===== src/rtl/arabic_contextual_shaper_macros.svh =====
// ----------------------------------------------------------------------------
// Assertion macros for the Arabic contextual shaper
// Concurrent assertion wrappers that vanish when SYNTHESIS is defined.
// ----------------------------------------------------------------------------
`ifndef ARABIC_CONTEXTUAL_SHAPER_MACROS_SVH
`define ARABIC_CONTEXTUAL_SHAPER_MACROS_SVH

`ifndef SYNTHESIS
// Checked property, disabled while reset is asserted.
`define ACS_ASSERT(label, clk, rst_n, prop) \
    label: assert property (@(posedge clk) disable iff (!rst_n) prop) \
        else $error("%m: assertion failed");
// Checked property that also holds during reset.
`define ACS_ASSERT_ALWAYS(label, clk, prop) \
    label: assert property (@(posedge clk) prop) \
        else $error("%m: assertion failed");
`else
`define ACS_ASSERT(label, clk, rst_n, prop)
`define ACS_ASSERT_ALWAYS(label, clk, prop)
`endif

`endif


===== src/rtl/acs_pkg.sv =====
// ----------------------------------------------------------------------------
// Arabic contextual shaper package
// Shared widths, codes, result types and the presentation form table.
// ----------------------------------------------------------------------------
`timescale 1ns / 1ps

package acs_pkg;

    // Field widths.
    localparam int CP_W    = 21;
    localparam int BYTE_W  = 8;
    localparam int COUNT_W = 16;
    localparam int FORM_W  = 16;

    // Default depth of the result queue; it must hold at least two beats.
    localparam int ACS_OUT_DEPTH = 3;

    // Reset value of the code point limit.
    localparam logic [COUNT_W-1:0] MAX_CP_RESET = 16'd1023;

    // UTF-8 lead byte classes.
    localparam logic [BYTE_W-1:0] LEAD2_MASK = 8'hE0;
    localparam logic [BYTE_W-1:0] LEAD2_CODE = 8'hC0;
    localparam logic [BYTE_W-1:0] LEAD3_MASK = 8'hF0;
    localparam logic [BYTE_W-1:0] LEAD3_CODE = 8'hE0;
    localparam logic [BYTE_W-1:0] LEAD4_MASK = 8'hF8;
    localparam logic [BYTE_W-1:0] LEAD4_CODE = 8'hF0;

    // Replacement for a bad lead byte.
    localparam logic [CP_W-1:0] CP_QMARK = 21'h00003F;
    // Hamza: Arabic but never joins to the right.
    localparam logic [CP_W-1:0] CP_HAMZA = 21'h000621;

    // Continuation bytes still expected.
    localparam logic [1:0] REM_NONE = 2'd0;
    localparam logic [1:0] REM_ONE  = 2'd1;
    localparam logic [1:0] REM_TWO  = 2'd2;
    localparam logic [1:0] REM_3    = 2'd3;

    // One result beat.
    typedef struct packed {
        logic            last;
        logic [CP_W-1:0] code;
    } t_result;

    // One result offered to the queue.
    typedef struct packed {
        logic            valid;
        logic            last;
        logic [CP_W-1:0] code;
    } t_push;

    // Presentation forms of one letter.
    typedef struct packed {
        logic              hit;
        logic              joins;
        logic [FORM_W-1:0] iso;
        logic [FORM_W-1:0] ini;
        logic [FORM_W-1:0] med;
        logic [FORM_W-1:0] fin;
    } t_forms;

    // Letter table lookup; misses return all zero.
    function automatic t_forms lookup_forms(input logic [CP_W-1:0] cp);
        t_forms f;
        f = '0;
        case (cp)
            21'h000621: f = '{1'b1, 1'b0, 16'hFE80, 16'hFE80, 16'hFE80, 16'hFE80};
            21'h000622: f = '{1'b1, 1'b0, 16'hFE81, 16'hFE81, 16'hFE82, 16'hFE82};
            21'h000623: f = '{1'b1, 1'b0, 16'hFE83, 16'hFE83, 16'hFE84, 16'hFE84};
            21'h000624: f = '{1'b1, 1'b0, 16'hFE85, 16'hFE85, 16'hFE86, 16'hFE86};
            21'h000625: f = '{1'b1, 1'b0, 16'hFE87, 16'hFE87, 16'hFE88, 16'hFE88};
            21'h000626: f = '{1'b1, 1'b1, 16'hFE89, 16'hFE8B, 16'hFE8C, 16'hFE8A};
            21'h000627: f = '{1'b1, 1'b0, 16'hFE8D, 16'hFE8D, 16'hFE8E, 16'hFE8E};
            21'h000628: f = '{1'b1, 1'b1, 16'hFE8F, 16'hFE91, 16'hFE92, 16'hFE90};
            21'h000629: f = '{1'b1, 1'b0, 16'hFE93, 16'hFE93, 16'hFE94, 16'hFE94};
            21'h00062A: f = '{1'b1, 1'b1, 16'hFE95, 16'hFE97, 16'hFE98, 16'hFE96};
            21'h00062B: f = '{1'b1, 1'b1, 16'hFE99, 16'hFE9B, 16'hFE9C, 16'hFE9A};
            21'h00062C: f = '{1'b1, 1'b1, 16'hFE9D, 16'hFE9F, 16'hFEA0, 16'hFE9E};
            21'h00062D: f = '{1'b1, 1'b1, 16'hFEA1, 16'hFEA3, 16'hFEA4, 16'hFEA2};
            21'h00062E: f = '{1'b1, 1'b1, 16'hFEA5, 16'hFEA7, 16'hFEA8, 16'hFEA6};
            21'h00062F: f = '{1'b1, 1'b0, 16'hFEA9, 16'hFEA9, 16'hFEAA, 16'hFEAA};
            21'h000630: f = '{1'b1, 1'b0, 16'hFEAB, 16'hFEAB, 16'hFEAC, 16'hFEAC};
            21'h000631: f = '{1'b1, 1'b0, 16'hFEAD, 16'hFEAD, 16'hFEAE, 16'hFEAE};
            21'h000632: f = '{1'b1, 1'b0, 16'hFEAF, 16'hFEAF, 16'hFEB0, 16'hFEB0};
            21'h000633: f = '{1'b1, 1'b1, 16'hFEB1, 16'hFEB3, 16'hFEB4, 16'hFEB2};
            21'h000634: f = '{1'b1, 1'b1, 16'hFEB5, 16'hFEB7, 16'hFEB8, 16'hFEB6};
            21'h000635: f = '{1'b1, 1'b1, 16'hFEB9, 16'hFEBB, 16'hFEBC, 16'hFEBA};
            21'h000636: f = '{1'b1, 1'b1, 16'hFEBD, 16'hFEBF, 16'hFEC0, 16'hFEBE};
            21'h000637: f = '{1'b1, 1'b1, 16'hFEC1, 16'hFEC3, 16'hFEC4, 16'hFEC2};
            21'h000638: f = '{1'b1, 1'b1, 16'hFEC5, 16'hFEC7, 16'hFEC8, 16'hFEC6};
            21'h000639: f = '{1'b1, 1'b1, 16'hFEC9, 16'hFECB, 16'hFECC, 16'hFECA};
            21'h00063A: f = '{1'b1, 1'b1, 16'hFECD, 16'hFECF, 16'hFED0, 16'hFECE};
            21'h000640: f = '{1'b1, 1'b1, 16'h0640, 16'h0640, 16'h0640, 16'h0640};
            21'h000641: f = '{1'b1, 1'b1, 16'hFED1, 16'hFED3, 16'hFED4, 16'hFED2};
            21'h000642: f = '{1'b1, 1'b1, 16'hFED5, 16'hFED7, 16'hFED8, 16'hFED6};
            21'h000643: f = '{1'b1, 1'b1, 16'hFED9, 16'hFEDB, 16'hFEDC, 16'hFEDA};
            21'h000644: f = '{1'b1, 1'b1, 16'hFEDD, 16'hFEDF, 16'hFEE0, 16'hFEDE};
            21'h000645: f = '{1'b1, 1'b1, 16'hFEE1, 16'hFEE3, 16'hFEE4, 16'hFEE2};
            21'h000646: f = '{1'b1, 1'b1, 16'hFEE5, 16'hFEE7, 16'hFEE8, 16'hFEE6};
            21'h000647: f = '{1'b1, 1'b1, 16'hFEE9, 16'hFEEB, 16'hFEEC, 16'hFEEA};
            21'h000648: f = '{1'b1, 1'b0, 16'hFEED, 16'hFEED, 16'hFEEE, 16'hFEEE};
            21'h000649: f = '{1'b1, 1'b0, 16'hFEEF, 16'hFEEF, 16'hFEF0, 16'hFEF0};
            21'h00064A: f = '{1'b1, 1'b1, 16'hFEF1, 16'hFEF3, 16'hFEF4, 16'hFEF2};
            default:    f = '0;
        endcase
        return f;
    endfunction

    // A code point joins to its left neighbor if it is a joining letter.
    function automatic logic joins_left(input logic [CP_W-1:0] cp);
        t_forms f;
        f = lookup_forms(cp);
        return f.hit & f.joins;
    endfunction

    // A code point other than hamza joins to its right neighbor if it is in an Arabic block.
    function automatic logic joins_right(input logic [CP_W-1:0] cp);
        logic arabic;
        arabic = (cp >= 21'h000600 && cp <= 21'h0006FF) ||
                 (cp >= 21'h00FB50 && cp <= 21'h00FDFF) ||
                 (cp >= 21'h00FE70 && cp <= 21'h00FEFF);
        return arabic && (cp != CP_HAMZA);
    endfunction

    // Pick the contextual form; anything outside the table passes through.
    function automatic logic [CP_W-1:0] shape_code(input logic [CP_W-1:0] cp,
                                                   input logic            prev,
                                                   input logic            next);
        t_forms            f;
        logic [FORM_W-1:0] g;
        f = lookup_forms(cp);
        if (prev && next && f.joins) begin
            g = f.med;
        end else if (prev) begin
            g = f.fin;
        end else if (next && f.joins) begin
            g = f.ini;
        end else begin
            g = f.iso;
        end
        return f.hit ? {{(CP_W-FORM_W){1'b0}}, g} : cp;
    endfunction

endpackage


===== src/rtl/acs_out_queue.sv =====
// ----------------------------------------------------------------------------
// Shaper result queue
// Small shift queue that takes up to two result beats per cycle and hands
// one beat per cycle to the output channel while the receiver is ready.
// ----------------------------------------------------------------------------
`timescale 1ns / 1ps
`include "arabic_contextual_shaper_macros.svh"

module acs_out_queue #(
    parameter int DEPTH = acs_pkg::ACS_OUT_DEPTH
) (
    input  logic                      i_clk,
    input  logic                      i_rst_n,
    input  acs_pkg::t_push            i_push_a,
    input  acs_pkg::t_push            i_push_b,
    output logic                      o_room,
    output logic                      o_valid,
    input  logic                      i_ready,
    output logic [acs_pkg::CP_W-1:0]  o_code,
    output logic                      o_last
);
    import acs_pkg::*;

    localparam int CNT_W = $clog2(DEPTH + 1);

    logic [CNT_W-1:0] r_cnt;
    logic [CNT_W-1:0] n_cnt;
    logic [CNT_W-1:0] base;
    t_result          r_slot [DEPTH];
    t_result          n_slot [DEPTH];
    t_push            first;
    logic             second;
    logic             pop;

    // Shift out the head beat, then append the new beats in order.
    always_comb begin
        pop    = (r_cnt != '0) && i_ready;
        base   = r_cnt - CNT_W'(pop);
        first  = i_push_a.valid ? i_push_a : i_push_b;
        second = i_push_a.valid && i_push_b.valid;
        for (int i = 0; i < DEPTH - 1; i++) begin
            n_slot[i] = pop ? r_slot[i + 1] : r_slot[i];
        end
        n_slot[DEPTH - 1] = r_slot[DEPTH - 1];
        for (int i = 0; i < DEPTH; i++) begin
            if (first.valid && (base == CNT_W'(i))) begin
                n_slot[i] = '{first.last, first.code};
            end
            if (second && ((base + CNT_W'(1)) == CNT_W'(i))) begin
                n_slot[i] = '{i_push_b.last, i_push_b.code};
            end
        end
        n_cnt = base + CNT_W'(first.valid) + CNT_W'(second);
    end

    // Fill level.
    always_ff @(posedge i_clk) begin
        if (!i_rst_n) begin
            r_cnt <= '0;
        end else begin
            r_cnt <= n_cnt;
        end
    end

    // Queue entries.
    always_ff @(posedge i_clk) begin
        r_slot <= n_slot;
    end

    assign o_room  = (r_cnt <= CNT_W'(DEPTH - 2));
    assign o_valid = (r_cnt != '0);
    assign o_code  = r_slot[0].code;
    assign o_last  = r_slot[0].last;

    `ACS_ASSERT(a_cnt_bound, i_clk, i_rst_n, r_cnt <= CNT_W'(DEPTH))
    `ACS_ASSERT(a_push_room, i_clk, i_rst_n,
        (i_push_a.valid || i_push_b.valid) |-> o_room)
    `ACS_ASSERT(a_push_shows, i_clk, i_rst_n,
        ((r_cnt == '0) && (i_push_a.valid || i_push_b.valid)) |=> o_valid)

endmodule


===== src/rtl/arabic_contextual_shaper.sv =====
// ----------------------------------------------------------------------------
// Arabic contextual shaper
// Decodes a UTF-8 byte stream and replaces Arabic letters with their
// isolated, initial, medial or final presentation forms.
// ----------------------------------------------------------------------------
// Usage:
//   The input channel (i_in_valid / o_in_ready) carries one text byte per
//   beat, with i_end_of_text set on the final byte. The output channel
//   (o_out_valid / i_out_ready) carries one shaped code point per beat, with
//   o_last_of_text set on the final code point of a text.
//   Each code point is held back until the next one is decoded, since its
//   form depends on the right neighbor; the end of a text flushes it.
//   A byte that completes a code point releases the previous code point
//   through the input register, then the decode and shape logic into the
//   result queue.
//   Throughput: one byte per cycle while the result queue has room. A
//   final byte that both completes a code point and flushes the held one
//   yields two beats; the three-entry result queue absorbs them and the
//   input pauses in that case. When the receiver stalls, the queue fills
//   and o_in_ready drops once fewer than two entries are free; nothing is lost.
//   Reset clears all text state and sets the code point limit to 1023.
//   i_cfg_wr_en writes the limit at once; write it only while idle.
// ----------------------------------------------------------------------------
`timescale 1ns / 1ps
`include "arabic_contextual_shaper_macros.svh"

module arabic_contextual_shaper #(
    parameter int OUT_DEPTH = acs_pkg::ACS_OUT_DEPTH
) (
    input  logic                         i_clk,
    input  logic                         i_rst_n,
    input  logic                         i_cfg_wr_en,
    input  logic [acs_pkg::COUNT_W-1:0]  i_cfg_wr_data,
    input  logic                         i_in_valid,
    output logic                         o_in_ready,
    input  logic [acs_pkg::BYTE_W-1:0]   i_text_byte,
    input  logic                         i_end_of_text,
    output logic                         o_out_valid,
    input  logic                         i_out_ready,
    output logic [acs_pkg::CP_W-1:0]     o_shaped_code,
    output logic                         o_last_of_text
);
    import acs_pkg::*;

    // Input register.
    logic              r_in_valid;
    logic [BYTE_W-1:0] r_in_byte;
    logic              r_in_eot;

    // Text state.
    logic [COUNT_W-1:0] r_max_cp;
    logic [CP_W-1:0]    r_pend_code,  n_pend_code;
    logic               r_pend_valid, n_pend_valid;
    logic               r_prior_jl,   n_prior_jl;
    logic [CP_W-1:0]    r_asm,        n_asm;
    logic [1:0]         r_rem,        n_rem;
    logic [COUNT_W-1:0] r_count,      n_count;

    logic            fire;
    logic            room;
    logic            have;
    logic [CP_W-1:0] cp;
    logic [CP_W-1:0] code2;
    logic            valid2;
    logic            prior2;
    t_push           push_a;
    t_push           push_b;

    assign fire       = r_in_valid && room;
    assign o_in_ready = !r_in_valid || fire;

    // Input beat register.
    always_ff @(posedge i_clk) begin
        if (!i_rst_n) begin
            r_in_valid <= 1'b0;
        end else if (o_in_ready) begin
            r_in_valid <= i_in_valid;
        end
    end

    always_ff @(posedge i_clk) begin
        if (i_in_valid && o_in_ready) begin
            r_in_byte <= i_text_byte;
            r_in_eot  <= i_end_of_text;
        end
    end

    // Code point limit register.
    always_ff @(posedge i_clk) begin
        if (!i_rst_n) begin
            r_max_cp <= MAX_CP_RESET;
        end else if (i_cfg_wr_en) begin
            r_max_cp <= i_cfg_wr_data;
        end
    end

    // UTF-8 decode, lookahead and shaping for the registered byte.
    always_comb begin
        n_pend_code  = r_pend_code;
        n_pend_valid = r_pend_valid;
        n_prior_jl   = r_prior_jl;
        n_asm        = r_asm;
        n_rem        = r_rem;
        n_count      = r_count;
        have         = 1'b0;
        cp           = '0;
        push_a       = '0;
        push_b       = '0;
        code2        = r_pend_code;
        valid2       = r_pend_valid;
        prior2       = r_prior_jl;

        if (fire) begin
            // Continuation bytes are taken without checking their top bits.
            if (r_rem != REM_NONE) begin
                n_asm = {r_asm[CP_W-7:0], r_in_byte[5:0]};
                n_rem = r_rem - REM_ONE;
                if (r_rem == REM_ONE) begin
                    have = 1'b1;
                    cp   = n_asm;
                end
            end else if (r_count < r_max_cp) begin
                if (!r_in_byte[BYTE_W-1]) begin
                    have = 1'b1;
                    cp   = {{(CP_W-BYTE_W){1'b0}}, r_in_byte};
                end else if ((r_in_byte & LEAD2_MASK) == LEAD2_CODE) begin
                    n_asm = {{(CP_W-5){1'b0}}, r_in_byte[4:0]};
                    n_rem = REM_ONE;
                end else if ((r_in_byte & LEAD3_MASK) == LEAD3_CODE) begin
                    n_asm = {{(CP_W-4){1'b0}}, r_in_byte[3:0]};
                    n_rem = REM_TWO;
                end else if ((r_in_byte & LEAD4_MASK) == LEAD4_CODE) begin
                    n_asm = {{(CP_W-3){1'b0}}, r_in_byte[2:0]};
                    n_rem = REM_3;
                end else begin
                    have = 1'b1;
                    cp   = CP_QMARK;
                end
            end

            // A new code point releases the held one.
            if (have) begin
                n_count      = r_count + COUNT_W'(1);
                push_a.valid = r_pend_valid;
                push_a.last  = 1'b0;
                push_a.code  = shape_code(r_pend_code, r_prior_jl, joins_right(cp));
                if (r_pend_valid) begin
                    prior2 = joins_left(r_pend_code);
                end
                code2  = cp;
                valid2 = 1'b1;
            end
            n_pend_code  = code2;
            n_pend_valid = valid2;
            n_prior_jl   = prior2;

            // End of text flushes the held code point and clears the state.
            if (r_in_eot) begin
                push_b.valid = valid2;
                push_b.last  = 1'b1;
                push_b.code  = shape_code(code2, prior2, 1'b0);
                n_pend_code  = '0;
                n_pend_valid = 1'b0;
                n_prior_jl   = 1'b0;
                n_asm        = '0;
                n_rem        = REM_NONE;
                n_count      = '0;
            end
        end
    end

    // Text state registers.
    always_ff @(posedge i_clk) begin
        if (!i_rst_n) begin
            r_pend_code  <= '0;
            r_pend_valid <= 1'b0;
            r_prior_jl   <= 1'b0;
            r_asm        <= '0;
            r_rem        <= REM_NONE;
            r_count      <= '0;
        end else begin
            r_pend_code  <= n_pend_code;
            r_pend_valid <= n_pend_valid;
            r_prior_jl   <= n_prior_jl;
            r_asm        <= n_asm;
            r_rem        <= n_rem;
            r_count      <= n_count;
        end
    end

    // Result queue toward the output channel.
    acs_out_queue #(
        .DEPTH (OUT_DEPTH)
    ) u_out_queue (
        .i_clk    (i_clk),
        .i_rst_n  (i_rst_n),
        .i_push_a (push_a),
        .i_push_b (push_b),
        .o_room   (room),
        .o_valid  (o_out_valid),
        .i_ready  (i_out_ready),
        .o_code   (o_shaped_code),
        .o_last   (o_last_of_text)
    );

    `ACS_ASSERT(a_eot_clears, i_clk, i_rst_n,
        (fire && r_in_eot) |=> (!r_pend_valid && (r_rem == REM_NONE) && (r_count == '0)))
    `ACS_ASSERT(a_prior_needs_pend, i_clk, i_rst_n, !r_pend_valid |-> !r_prior_jl)
    `ACS_ASSERT(a_in_holds, i_clk, i_rst_n, (r_in_valid && !fire) |=> r_in_valid)

endmodule

===== config.mk =====
export PLATFORM = sky130hd
export DESIGN_NAME = arabic_contextual_shaper
export DESIGN_NICKNAME = d
export VERILOG_FILES = /design/src/rtl/acs_pkg.sv /design/src/rtl/acs_out_queue.sv /design/src/rtl/arabic_contextual_shaper.sv
export VERILOG_INCLUDE_DIRS = /design/src /design/src/rtl
export SDC_FILE = /design/constraint.sdc
export NUM_CORES = 1
export LEC_CHECK = 0
export BUFFER_PORTS_ARGS = -buffer_cell sky130_fd_sc_hd__buf_4
export CAP_MARGIN = 20
export CELL_PAD_IN_SITES_DETAIL_PLACEMENT = 2
export CELL_PAD_IN_SITES_GLOBAL_PLACEMENT = 2
export CORE_MARGIN = 5
export CORE_UTILIZATION = 39
export CTS_CLUSTER_DIAMETER = 50
export CTS_CLUSTER_SIZE = 16
export DETAILED_ROUTE_END_ITERATION = 8
export PLACE_DENSITY = 0.88
export SYNTH_ARGS = -nofsm -noshare
export SYNTH_HDL_FRONTEND = slang
export SYNTH_SLANG_ARGS = --single-unit

===== constraint.sdc =====
create_clock -name i_clk -period 4.41 [get_ports i_clk]
set_input_delay 0.2205 -clock i_clk [delete_from_list [all_inputs] [get_ports i_clk]]
set_output_delay 0.2205 -clock i_clk [all_outputs]
set_load 0.02 [all_outputs]

==> results.py <==
metrics = {
    "floorplanning": {
        "fp.dieH_um": 176,
        "dieWidth_um": 176,
        "die-area_sq_um": 31100,
        "core_area_sq_um": 27600,
        "initial_utilization_pct": 39.2,
        "core.rowCount": 61,
        "ioPinCount": 54,
    },
    "yosys": {
        "post-synth-top-count-cell": "nor2_1",
        "ys_ff_latch": 150,
        "async_reset_ff_share_pct": 0,
        "synthDistinctLibCells": 112,
        "synth_top_area_share_pct": 20.8,
        "synth_edf_count": 75,
        "yosysTopAreaCell": "edfxtp_1",
        "ys_warn_count": 0,
        "ys_seq_area_share_pct": 34.7,
        "synth-main-ff-cell": "edfxtp_1",
        "syn_inst": 1291,
        "synth.cell_area_sq_um": 10800,
        "synthTopCellsByCount": "nor2_1, nand2_1, a21oi_1, dfxtp_1, edfxtp_1",
        "avgSynthCellArea_sq_um": 8.37,
        "syn_nets": 1339,
        "synth_area_leaders": "edfxtp_1, dfxtp_1, a21oi_1, nor2_1, nand2_1",
    },
    "placement": {
        "place_congestion": 0.955,
        "dp_hpwl_um": 36400,
        "dpl_cell_area_sq_um": 11800,
        "port_buffers": 53,
    },
    "route": {
        "viasPerCell": 6.75,
        "wl_per_cell_um": 30.5,
        "drt_iter0_markers": 1289,
        "routed-via-count": 11900,
        "drc_errors": 0,
        "totalWireLength_um": 53800,
        "first_pass_iters": 5,
        "antenna_left": 0,
    },
    "critical_path": {
        "path_cells": "inv_1 -> ha_1 -> nand4_1 -> buf_6 -> a311oi_4 -> nor4_4 -> buf_4 -> buf_4 -> a21oi_2 -> nor4_2 -> buf_4 -> o21ai_2 -> mux2i_1 -> nor3b_1 -> or4b_1 -> mux2_4 -> a21oi_2 -> o21ai_1",
        "arrival_ns": 4.63,
        "crit_type": "flip-flop to flip-flop",
        "cpMostUsedCell": "buf_4",
        "crit_fanout": 7,
        "endpoint_kind": "flip-flop",
        "worst_ep_required_time_ns": 4.63,
        "start_kind": "flip-flop",
        "worst_path_largest_cell_delay_ns": 0.48,
        "slowest_stage": "or4b_1",
    },
    "sta": {
        "timing.final.max_slew_violations": 0,
        "setup_viol": 0,
        "worstMarginPinSlew_ns": 0.930,
        "min_period_over_period_pct": 99.9,
        "setup_tns_ns": 0,
        "hold_viol": 0,
        "period_minus_slack_ns": 4.40,
        "fin_skew_ns": 0.0201,
        "max_slew_margin_pct": 37.8,
        "fmax_mhz": 227,
    },
    "cts": {
        "clkLatencyLatePin_ns": 0.47,
        "htreeDepth": 4,
        "clk_pin_slew_ns": 0.09,
        "cts_made_buffers": 17,
        "cts-root-buf": "clkbuf_16",
        "cts_buffer_depth": 2,
        "clock-sinks": 150,
        "cts_tree": "done",
    },
    "power_and_ir_drop": {
        "vdd_drop_max_uv": 325,
        "finalPower_uw": 4610,
        "powerDensity_nw_per_um2": 356,
        "power_leakage_uw": 0.00469,
    },
    "global_routing": {
        "grt_pass1_wl_um": 78200,
        "grt_pass1_vias": 12300,
        "overflow": 0,
        "antenna_found_initial": 0,
        "grtUsageTotal_pct": 32.8,
        "grt_max_degree": 62,
    },
    "run_status": {
        "status": "complete, no violations",
    },
    "finish": {
        "post-route-util_pct": 47.0,
        "nets": 1421,
        "drive_gt1_share_pct": 20.0,
        "diodes": 0,
        "syn_to_final_growth_pct": 19.8,
        "stdcell_area_sq_um": 12900,
    },
    "run": {
        "max-cap-violations": 0,
    },
    "min_path": {
        "hp-class": "input pin to flip-flop",
    },
}
## worst paths after layout
check	slack [ns]	startpoint	cells past startpoint	end
setup / recovery	0.006	r_max_cp[15]	18	u_out_queue.o_code[5]
hold / removal	0.03	i_cfg_wr_data[1]	3	r_max_cp[1]
setup reg to reg	0.006	r_max_cp[15]	18	u_out_queue.o_code[5]
hold reg to reg	0.53	r_max_cp[1]	2	r_max_cp[1]
## critical path: cells and delay by family (launching register included)
family / cells / cell delay (ns)
flip-flops: 1 / 0.37
multiplexers: 2 / 0.46
buffers and inverters: 5 / 0.84
AO/OA/AOI/OAI: 5 / 1.09
adder cells (fa/ha/maj): 1 / 0.33
AND/OR/NAND/NOR: 5 / 1.06
## placed cells by master, fill, tap and decap left out, types with 7 or more instances in the layout
cell type / instances
a22oi_1: 44
edfxtp_1: 75
ha_1: 17
nand2_1: 105
nor4_1: 7
o21ai_0: 48
nand2b_1: 14
and3_1: 11
mux2i_1: 21
dfxtp_1: 74
nand3_1: 46
mux2_2: 7
or3_1: 11
a21oi_1: 88
a31oi_1: 15
nand4_1: 24
o211ai_1: 19
o21ai_1: 17
buf_4: 150
a21oi_2: 9
nor2b_1: 48
xor2_1: 13
nor3_1: 43
nor2_1: 121
o22ai_1: 39
a22o_1: 12
clkbuf_16: 18
and2_1: 11
dlygate4sd3_1: 17
inv_1: 32
a21o_1: 7
## per-layer routing
layer | vias up | routed length (um) | global-route usage, %
li1 | 5050 | - | -
met1 | 6094 | 22000 | 40.6
met2 | 597 | 26100 | 55.9
met3 | 161 | 3150 | 6.53
met4 | 0 | 2520 | 13.9
met5 | - | 0 | 0
## cells by family (layout without fill, tap and decap cells)
logic type	after synthesis	count (layout)	synth area share [%]
XOR/XNOR	19	19	1.54
AO/OA/AOI/OAI	417	418	27.3
buffers and inverters	148	242	6.42
adder cells (fa/ha/maj)	19	19	2.25
flip-flops	150	150	34.7
multiplexers	35	35	3.42
AND/OR/NAND/NOR	503	503	24.3
## stage by stage
stage	hold slack (ns)	worst slack, ns	std cells
floorplan	0.319	0.476	1291
global placement	0.399	0.165	1696
detailed placement	0.400	-0.0937	1696
CTS	0.0109	0.0573	1747
global route	0.0466	-0.134	1764
finish	0.0309	0.00596	1764
## final cells by class
class	instances	area, sq um
Fill cell	2958	14600
Multi-Input combinational cell	994	6540
Sequential cell	150	3750
Timing Repair Buffer	176	1430
Tap cell	378	473
Clock buffer	17	425
Clock inverter	15	194
Inverter	34	128
## state kept, by name, summed over array words and instances, names as in the netlist
register	flops
u_out_queue.r_cnt	2
r_in_valid	1
u_out_queue.o_last	1
r_pend_code	21
u_out_queue.r_slot	44
u_out_queue.o_code	21
r_pend_valid	1
r_prior_jl	1
r_rem	2
r_count	16
r_in_byte	8
r_in_eot	1
r_asm	15
r_max_cp	16
## what timing repair did
item                                    4_1_cts  5_1_grt
gates cloned                                  0        3
setup buffers                                 2       13
hold buffers                                 17        0
gates resized for setup                       7       38
endpoints found under the setup margin       76       80
pin swaps                                     2        5
endpoints found under the hold margin        17        0
## power breakdown
group / internal (uW) / total, uW / switching, uW
sequential: 1650 / 1720 / 70.7
combinational: 437 / 1280 / 845
clock: 778 / 1610 / 833
total: 2860 / 4610 / 1750
Note: power is estimated with default switching activity, not from simulation.
